[config.mk]
export PLATFORM = sky130hd
export DESIGN_NAME = timed_light_door_controller_core
export DESIGN_NICKNAME = d
export VERILOG_FILES = /design/src/tldc_pkg.sv /design/src/timed_light_door_controller_core.sv /design/src/tldc_step.sv
export VERILOG_INCLUDE_DIRS = /design/src /design/src/src
export SDC_FILE = /design/constraint.sdc
export NUM_CORES = 1
export LEC_CHECK = 0
export ABC_CLOCK_PERIOD_IN_PS = 19400
export BUFFER_PORTS_ARGS = -buffer_cell sky130_fd_sc_hd__buf_4
export CAP_MARGIN = 10
export CORE_ASPECT_RATIO = 1.2
export CORE_MARGIN = 2
export CORE_UTILIZATION = 35
export CTS_CLUSTER_SIZE = 12
export DETAILED_ROUTE_END_ITERATION = 8
export SETUP_SLACK_MARGIN = 0.5
export SLEW_MARGIN = 20
export SYNTH_ARGS = -nofsm -noshare
export SYNTH_HDL_FRONTEND = slang
export SYNTH_SLANG_ARGS = --single-unit
[constraint.sdc]
create_clock -name clk -period 19.4 [get_ports clk]
set_clock_uncertainty 0.05 [all_clocks]
set_input_delay 0.97 -clock clk [delete_from_list [all_inputs] [get_ports clk]]
set_output_delay 0.97 -clock clk [all_outputs]
set_load 0.02 [all_outputs]
[src/timed_light_door_controller_core_macros.svh]
// Assertion macros shared by the door controller RTL
`ifndef TIMED_LIGHT_DOOR_CONTROLLER_CORE_MACROS_SVH
`define TIMED_LIGHT_DOOR_CONTROLLER_CORE_MACROS_SVH

// same-cycle implication, checked on clk, off during reset
`define TLDC_ASSERT_NOW(label, ante, cons, msg) \
	label: assert property (@(posedge clk) disable iff (!arst_n) (ante) |-> (cons)) \
		else $error(msg);

// next-cycle implication, checked on clk, off during reset
`define TLDC_ASSERT_NEXT(label, ante, cons, msg) \
	label: assert property (@(posedge clk) disable iff (!arst_n) (ante) |=> (cons)) \
		else $error(msg);

`endif

[src/tldc_pkg.sv]
// Types and constants of the timed light door controller
`timescale 1ns / 1ps

package tldc_pkg;

	localparam int unsigned HOUR_W  = 5;
	localparam int unsigned LIGHT_W = 17;
	localparam int unsigned TICK_W  = 16;
	localparam int unsigned SERVO_W = 8;
	localparam int unsigned CFG_IDX_W  = 4;
	localparam int unsigned CFG_DATA_W = 17;

	localparam logic [SERVO_W-1:0] SERVO_OPEN  = 8'd60;
	localparam logic [SERVO_W-1:0] SERVO_CLOSE = 8'd120;
	localparam logic [TICK_W-1:0]  TICK_MAX    = 16'hFFFF;

	// register indexes on the config port
	localparam logic [CFG_IDX_W-1:0] REG_HOUR_OPEN       = 4'd0;
	localparam logic [CFG_IDX_W-1:0] REG_HOUR_CLOSE      = 4'd1;
	localparam logic [CFG_IDX_W-1:0] REG_ABS_HOUR_CLOSE  = 4'd2;
	localparam logic [CFG_IDX_W-1:0] REG_ABS_HOUR_OPEN   = 4'd3;
	localparam logic [CFG_IDX_W-1:0] REG_LIGHT_CLOSE     = 4'd4;
	localparam logic [CFG_IDX_W-1:0] REG_LIGHT_OPEN      = 4'd5;
	localparam logic [CFG_IDX_W-1:0] REG_MAX_MOVING      = 4'd6;
	localparam logic [CFG_IDX_W-1:0] REG_CHECK_PERIOD    = 4'd7;

	// register reset values
	localparam logic [HOUR_W-1:0]  RST_HOUR_OPEN      = 5'd4;
	localparam logic [HOUR_W-1:0]  RST_HOUR_CLOSE     = 5'd19;
	localparam logic [HOUR_W-1:0]  RST_ABS_HOUR_CLOSE = 5'd23;
	localparam logic [HOUR_W-1:0]  RST_ABS_HOUR_OPEN  = 5'd8;
	localparam logic [LIGHT_W-1:0] RST_LIGHT_CLOSE    = 17'd20;
	localparam logic [LIGHT_W-1:0] RST_LIGHT_OPEN     = 17'd200;
	localparam logic [TICK_W-1:0]  RST_MAX_MOVING     = 16'd18000;
	localparam logic [TICK_W-1:0]  RST_CHECK_PERIOD   = 16'd1000;

	typedef struct packed {
		logic [HOUR_W-1:0]  hour;
		logic [LIGHT_W-1:0] light_half_lux;
		logic               open_limit_rise;
		logic               close_limit_rise;
		logic               open_limit_low;
		logic               close_limit_low;
		logic               open_button;
		logic               close_button;
	} in_item_t;

	typedef struct packed {
		logic               motor_on;
		logic [SERVO_W-1:0] servo_command;
		logic               is_opening;
		logic               is_closing;
		logic               is_opened;
		logic               is_closed;
		logic               safety_stopped;
	} out_item_t;

	typedef struct packed {
		logic [HOUR_W-1:0]  hour_open;
		logic [HOUR_W-1:0]  hour_close;
		logic [HOUR_W-1:0]  absolute_hour_close;
		logic [HOUR_W-1:0]  absolute_hour_open;
		logic [LIGHT_W-1:0] light_close;
		logic [LIGHT_W-1:0] light_open;
		logic [TICK_W-1:0]  max_moving_ticks;
		logic [TICK_W-1:0]  check_period_ticks;
	} cfg_regs_t;

	typedef struct packed {
		logic               opening;
		logic               closing;
		logic               opened;
		logic               closed;
		logic               safety;
		logic               motor;
		logic [SERVO_W-1:0] servo;
		logic [TICK_W-1:0]  check_ticks;
		logic [TICK_W-1:0]  moving_ticks;
		logic               started;
	} door_state_t;

endpackage

[src/timed_light_door_controller_core.sv]
// Timed light door controller: top level with input, state and result registers
// A request is held in the input stage, then its result is written to the result register and shown on out_valid.
// Throughput: one request per cycle; the door state register closes the per-tick loop.
// A full result register that is not taken stalls the input stage, and in_ready drops.
// Reset (arst_n low, asynchronous): door state cleared, registers at defaults, no valid data.
`timescale 1ns / 1ps
`include "timed_light_door_controller_core_macros.svh"

module timed_light_door_controller_core (
	input  logic                                   clk,
	input  logic                                   arst_n,
	input  logic                                   in_valid,
	output logic                                   in_ready,
	input  tldc_pkg::in_item_t                     in_data,
	output logic                                   out_valid,
	input  logic                                   out_ready,
	output tldc_pkg::out_item_t                    out_data,
	input  logic                                   cfg_valid,
	output logic                                   cfg_ready,
	input  logic [tldc_pkg::CFG_IDX_W-1:0]         cfg_index,
	input  logic [tldc_pkg::CFG_DATA_W-1:0]        cfg_data
);

	tldc_pkg::cfg_regs_t   cfg_q;
	tldc_pkg::door_state_t state_q;
	tldc_pkg::door_state_t state_nxt;
	tldc_pkg::in_item_t    item_s1;
	logic                  valid_s1;
	tldc_pkg::out_item_t   result_q;
	logic                  result_valid_q;
	logic                  advance;

	assign cfg_ready = 1'b1;
	assign advance   = valid_s1 && (!result_valid_q || out_ready);
	assign in_ready  = !valid_s1 || advance;

	always_ff @(posedge clk or negedge arst_n) begin
		if (!arst_n) begin
			cfg_q.hour_open          <= tldc_pkg::RST_HOUR_OPEN;
			cfg_q.hour_close         <= tldc_pkg::RST_HOUR_CLOSE;
			cfg_q.absolute_hour_close <= tldc_pkg::RST_ABS_HOUR_CLOSE;
			cfg_q.absolute_hour_open <= tldc_pkg::RST_ABS_HOUR_OPEN;
			cfg_q.light_close        <= tldc_pkg::RST_LIGHT_CLOSE;
			cfg_q.light_open         <= tldc_pkg::RST_LIGHT_OPEN;
			cfg_q.max_moving_ticks   <= tldc_pkg::RST_MAX_MOVING;
			cfg_q.check_period_ticks <= tldc_pkg::RST_CHECK_PERIOD;
		end else if (cfg_valid) begin
			case (cfg_index)
				tldc_pkg::REG_HOUR_OPEN:
					cfg_q.hour_open <= cfg_data[tldc_pkg::HOUR_W-1:0];
				tldc_pkg::REG_HOUR_CLOSE:
					cfg_q.hour_close <= cfg_data[tldc_pkg::HOUR_W-1:0];
				tldc_pkg::REG_ABS_HOUR_CLOSE:
					cfg_q.absolute_hour_close <= cfg_data[tldc_pkg::HOUR_W-1:0];
				tldc_pkg::REG_ABS_HOUR_OPEN:
					cfg_q.absolute_hour_open <= cfg_data[tldc_pkg::HOUR_W-1:0];
				tldc_pkg::REG_LIGHT_CLOSE:
					cfg_q.light_close <= cfg_data[tldc_pkg::LIGHT_W-1:0];
				tldc_pkg::REG_LIGHT_OPEN:
					cfg_q.light_open <= cfg_data[tldc_pkg::LIGHT_W-1:0];
				tldc_pkg::REG_MAX_MOVING:
					cfg_q.max_moving_ticks <= cfg_data[tldc_pkg::TICK_W-1:0];
				tldc_pkg::REG_CHECK_PERIOD:
					cfg_q.check_period_ticks <= cfg_data[tldc_pkg::TICK_W-1:0];
				default: begin
				end
			endcase
		end
	end

	// input stage
	always_ff @(posedge clk or negedge arst_n) begin
		if (!arst_n) begin
			valid_s1 <= 1'b0;
		end else if (in_ready) begin
			valid_s1 <= in_valid;
		end
	end

	always_ff @(posedge clk) begin
		if (in_ready && in_valid) begin
			item_s1 <= in_data;
		end
	end

	tldc_step u_step (
		.item (item_s1),
		.cfg  (cfg_q),
		.cur  (state_q),
		.nxt  (state_nxt)
	);

	always_ff @(posedge clk or negedge arst_n) begin
		if (!arst_n) begin
			state_q        <= '0;
			result_valid_q <= 1'b0;
		end else begin
			if (advance) begin
				state_q        <= state_nxt;
				result_valid_q <= 1'b1;
			end else if (out_ready) begin
				result_valid_q <= 1'b0;
			end
		end
	end

	always_ff @(posedge clk) begin
		if (advance) begin
			result_q.motor_on       <= state_nxt.motor;
			result_q.servo_command  <= state_nxt.servo;
			result_q.is_opening     <= state_nxt.opening;
			result_q.is_closing     <= state_nxt.closing;
			result_q.is_opened      <= state_nxt.opened;
			result_q.is_closed      <= state_nxt.closed;
			result_q.safety_stopped <= state_nxt.safety;
		end
	end

	assign out_valid = result_valid_q;
	assign out_data  = result_q;

	`TLDC_ASSERT_NEXT(a_stall_holds_s1, valid_s1 && !advance, valid_s1,
		"stalled request lost from input stage")
	`TLDC_ASSERT_NEXT(a_advance_fills_out, advance, result_valid_q,
		"advanced request gave no result")
	`TLDC_ASSERT_NOW(a_servo_code, result_valid_q,
		(result_q.servo_command == 8'd0) || (result_q.servo_command == tldc_pkg::SERVO_OPEN) ||
		(result_q.servo_command == tldc_pkg::SERVO_CLOSE), "servo command outside its codes")
	`TLDC_ASSERT_NOW(a_safety_idle, state_q.safety,
		!state_q.opening && !state_q.closing && !state_q.motor,
		"safety stop with door still driven")

endmodule

[src/tldc_step.sv]
// Next-state logic for one tick: limits, periodic rules, timeout, buttons
`timescale 1ns / 1ps

module tldc_step (
	input  tldc_pkg::in_item_t    item,
	input  tldc_pkg::cfg_regs_t   cfg,
	input  tldc_pkg::door_state_t cur,
	output tldc_pkg::door_state_t nxt
);

	function automatic tldc_pkg::door_state_t start_move(
		input tldc_pkg::door_state_t s,
		input logic                  to_open
	);
		tldc_pkg::door_state_t r;
		r = s;
		if (to_open) begin
			r.opening = 1'b1;
			r.servo   = tldc_pkg::SERVO_OPEN;
		end else begin
			r.closing = 1'b1;
			r.servo   = tldc_pkg::SERVO_CLOSE;
		end
		r.motor        = 1'b1;
		r.moving_ticks = '0;
		return r;
	endfunction

	function automatic logic idle_safe(input tldc_pkg::door_state_t s);
		return !s.opening && !s.closing && !s.safety;
	endfunction

	logic night, day, early, late_open;

	// hour rules depend only on the item and registers
	assign night     = (item.hour >= cfg.hour_close) || (item.hour < cfg.hour_open);
	assign day       = (item.hour < cfg.hour_close) && (item.hour >= cfg.hour_open);
	assign early     = (item.hour >= cfg.absolute_hour_close) || (item.hour < cfg.hour_open);
	assign late_open = (item.hour < cfg.hour_close) && (item.hour >= cfg.absolute_hour_open);

	always_comb begin
		tldc_pkg::door_state_t s;
		s = cur;

		// first tick loads the limit levels
		if (!s.started) begin
			s.started = 1'b1;
			if (item.close_limit_low) s.closed = 1'b1;
			if (item.open_limit_low) s.opened = 1'b1;
		end

		if (s.check_ticks != tldc_pkg::TICK_MAX) s.check_ticks = s.check_ticks + 16'd1;
		if (s.moving_ticks != tldc_pkg::TICK_MAX) s.moving_ticks = s.moving_ticks + 16'd1;

		if (item.open_limit_rise && s.opening) begin
			s.opening = 1'b0;
			s.motor   = 1'b0;
			s.opened  = 1'b1;
			s.closed  = 1'b0;
		end
		if (item.close_limit_rise && s.closing) begin
			s.closing = 1'b0;
			s.motor   = 1'b0;
			s.closed  = 1'b1;
			s.opened  = 1'b0;
		end

		if (s.check_ticks > cfg.check_period_ticks) begin
			s.check_ticks = '0;
			if (night && (item.light_half_lux < cfg.light_close) && !s.closed && idle_safe(s))
				s = start_move(s, 1'b0);
			if (day && (item.light_half_lux > cfg.light_open) && !s.opened && idle_safe(s))
				s = start_move(s, 1'b1);
			if (early && !s.closed && idle_safe(s))
				s = start_move(s, 1'b0);
			if (late_open && !s.opened && idle_safe(s))
				s = start_move(s, 1'b1);
		end

		// movement timeout latches the safety stop
		if ((s.opening || s.closing) && (s.moving_ticks > cfg.max_moving_ticks)) begin
			s.motor   = 1'b0;
			s.opening = 1'b0;
			s.closing = 1'b0;
			s.opened  = 1'b0;
			s.closed  = 1'b0;
			s.safety  = 1'b1;
		end

		if (item.open_button && !s.opening && !s.opened) begin
			s = start_move(s, 1'b1);
			s.safety = 1'b0;
		end
		if (item.close_button && !s.closing && !s.closed) begin
			s = start_move(s, 1'b0);
			s.safety = 1'b0;
		end

		nxt = s;
	end

endmodule
==> summary.md <==
| Metric | Value |
|---|---|
| Required time worst endpoint | 19670 ps |
| Count of endpoints failing hold in the final timing report | 0 |
| Setup repair after global routing missed its margin | no |
| Number of vias after detailed routing | 6891 |
| Reg2reg path depth | 29 |
| Fraction of layout cells with a size suffix above 1 | 19.6% |
| Antenna Diode Count | 0 |
| Max FO, Critical Path | 21 |
| Count of input and output buffers | 69 |
| Initial Util | 35.6% |
| Total power density per cell area | 106 nW/µm² |
| Post-synthesis average cell area | 10.3 µm² |
| Global Route Usage Sum | 16.0% |
| Wire length of the first global-routing pass | 36.2 mm |
| Largest net degree at the start of global routing | 89 |
| Post-synthesis share of cell area spent on full adders, half adders and majority gates | 11.3% |
| Die H | 186 µm |
| Fraction of the yosys area taken by sequential cells | 48.4% |
| Total negative slack for setup checks | 0 ps |
| Std cell rows | 66 |
| Instance count of the mapped netlist | 936 |
| Highest-delay cell along the critical path | sky130_fd_sc_hd__a2111oi_4 |
| Worst vdd ir | 0.0598 mV |
| Critical Path Source | state_q[21] |
| Maximum root-to-sink buffer count | 2 |
| Worst slew slack as a fraction of its limit | 44.4% |
| Core Footprint | 27100 µm² |
| Number of global-route vias before repair | 7022 |
| Number of buffers created by CTS | 17 |
| Total number of nets in the final design | 1144 |
| Register-to-Register Setup Slack | 11630 ps |
| Post-synthesis to final-layout area growth | 15.5% |
| Cell types occupying the most area after synthesis | sky130_fd_sc_hd__dfrtp_1 29%, sky130_fd_sc_hd__edfxtp_1 13%, sky130_fd_sc_hd__ha_1 11%, sky130_fd_sc_hd__dfstp_2 6.8%, sky130_fd_sc_hd__mux2_2 4.9% |
| Register clock-pin slew on the reported worst setup and hold paths | 60 ps |
| Average routed wire per standard cell | 16.1 µm |
| Detail-routed via count per cell | 5.08 |
| Final Slew Violations | 0 |
| Crit path max-delay family | compound AO/OA/AOI/OAI gates |
| Global route overflow | 0 |
| DRT iter0 DRCs | 355 |
| Mapped cell area | 9650 µm² |
| Xor and xnor area share after synthesis | 1.91% |
| HPWL after DPL | 16.1 mm |
| Top cell by count, worst path | sky130_fd_sc_hd__and3_1 |
| Post-route antenna net violation count | 0 |
| Post-synth top area cell | sky130_fd_sc_hd__dfrtp_1 |
| Gpl congestion | 0.884 |
| Commonest cells after routing, fill and taps aside | 115 x sky130_fd_sc_hd__nand2_1, 110 x sky130_fd_sc_hd__dfrtp_1, 95 x sky130_fd_sc_hd__inv_1 |
| Post-synthesis cell type count | 77 |
| EDFF count, synth | 42 |
| Power after layout | 1180 µW |
| Initial antenna violation count | 0 |
| DRT Wirelength | 21.9 mm |
| Final count of negative-setup-slack endpoints | 0 |
| Primary flip-flop cell chosen by synthesis mapping | sky130_fd_sc_hd__dfrtp_1 |
| End point of the critical path | state_q[33] |
| Remaining design rule violation count | 0 |
| Maximum level of the CTS H-tree | 4 |
| Post CTS Setup Buffer Count | 0 |
| CTS tree | built |
| Clock root buffer | sky130_fd_sc_hd__clkbuf_16 |
| Die X | 156 µm |
| Critical path capture point type | register |
| Arr. time, crit path | 8040 ps |
| Number of cells on the critical path | 29 |
| Worst path buffer plus inverter count | 0 |
| CP Launch Type | register |
| Result of the run | completed |
| Syn Nets | 1077 |
| Setup CP Type | reg2reg |
| Reg-to-reg endpoint | state_q[33] |
| Fmax | 129 MHz |
| Standby leakage power | 0.00494 µW |
| Synth Warn # | 0 |
| Worst hold path class | reg2reg |
| Post-cts hold buffer count | 0 |
| MaxCap Viol Count | 0 |
| Least-Margin Pin Slew | 830 ps |
| Clock latency at the later pin of the worst-skew pair | 440 ps |
| Basic-gate share of the synthesized area counting and, or, nand and nor cells | 14.1% |
| Ports placed on the boundary | 71 |
| Part of the cycle the worst path needs | 40.0% |
| Share of the synthesized area in the top cell type | 28.5% |
| Ys async rst share | 76.3% |
| Length of the first detailed-routing pass in iterations | 5 |
| Synthesized flop and latch total | 177 |
| Compound-Gate Fraction of Synth Area | 14.2% |
| Share of cell area taken by muxes after synthesis | 5.00% |
| Combinational family with the most area after synthesis | compound AO/OA/AOI/OAI gates |
| Worst flop-to-flop path startpoint | state_q[21] |
| Post_cts resized | 0 |
| Die ar. | 28900 µm² |
| Leading cell type in the layout, fill and taps excluded | sky130_fd_sc_hd__nand2_1 |
| Clock sink count | 177 |
| Highest cell delay on the worst timing path | 600 ps |
| Shortest period the worst path allows | 7770 ps |
power by group:
group	total [µW]	internal, µW	switching, µW
clock	350	203	146
combinational	328	136	192
sequential	501	462	38.9
total	1180	801	377
cells in the mapped netlist (all sizes together) (2+ instances only):
cell     instances
nor3b            5
a31oi            6
nor4             2
mux2            42
edfxtp          42
nor3            10
o21a             5
o21bai           5
o21ai           86
a21o             8
dfstp           25
a41oi            3
a211o            2
or4              2
nor2b            8
nand3           24
and4             2
o22ai            2
nor2            47
a21oi           36
clkbuf          22
nand2b          16
a2111oi          5
and3            14
nand2          115
o211ai           4
nand3b           5
inv             95
dfrtp          110
ha              87
buf              6
xnor2           17
nand4           15
a22o            12
o31a             2
and2             9
o31ai            7
a211oi           7
or3              2
xor2             4
a21boi           2
o41ai            3
cell type report:
| type | instances | area, µm² |
|---|---|---|
| clock buffer | 21 | 514 |
| clock inverter | 11 | 97.6 |
| fill | 2626 | 15900 |
| inverter | 95 | 357 |
| multi-input combinational | 636 | 4510 |
| sequential | 177 | 4670 |
| tap | 340 | 425 |
| timing repair buffer | 76 | 574 |
through the flow:
step / area [µm²] / hold slack [ps] / utilization, % / setup slack [ps] / std cells
after floorplan: 9650 / 375 / - / 12630 / 936
after global placement: 10500 / 400 / 38.9 / 11990 / 1324
after detailed placement: 10500 / 398 / 38.9 / 11760 / 1324
after CTS: 11100 / 417 / 41.1 / 11700 / 1356
after global routing: 11100 / 447 / 41.1 / 10920 / 1356
final: 11100 / 413 / 41.1 / 11630 / 1356
logic make-up after synthesis:
group	count (synthesis)
mux	43
other cells	1
fa+ha+maj	87
simple gates	281
xor+xnor	21
flops	177
compound gates	203
buf+inv	123
flip-flops by register name (all words and copies together), names as in the netlist:
register   count
cfg_q         86
item_s1       28
out_data      14
out_valid      1
state_q       47
valid_s1       1
how the worst min path moves through the flow:
stage	from	to	slack, ps	cells after the start
2_1_floorplan	state_q[36]	state_q[36]	370	1
3_3_place_gp	state_q[37]	state_q[37]	400	1
3_5_place_dp	state_q[37]	state_q[37]	400	1
4_1_cts	state_q[37]	state_q[37]	420	1
5_1_grt	state_q[0]	state_q[0]	450	2
6_report	state_q[37]	state_q[37]	410	1
per-layer routing:
layer	wire, µm	global-route usage (%)	vias up
met2	11300	28.7	123
met3	518	2.21	20
met5	0	0	-
li1	-	-	3416
met1	9690	19.9	3332
met4	346	5.28	0
worst reg2reg max path, delay by kind of cell, from the launching register on:
| kind | cells | cell delay, ps |
|---|---|---|
| adder cells (fa/ha/maj) | 2 | 500 |
| AND/OR/NAND/NOR | 14 | 3130 |
| XOR/XNOR | 1 | 220 |
| flip-flops | 1 | 450 |
| AO/OA/AOI/OAI | 12 | 3310 |
(Power assumes the default switching activity.)
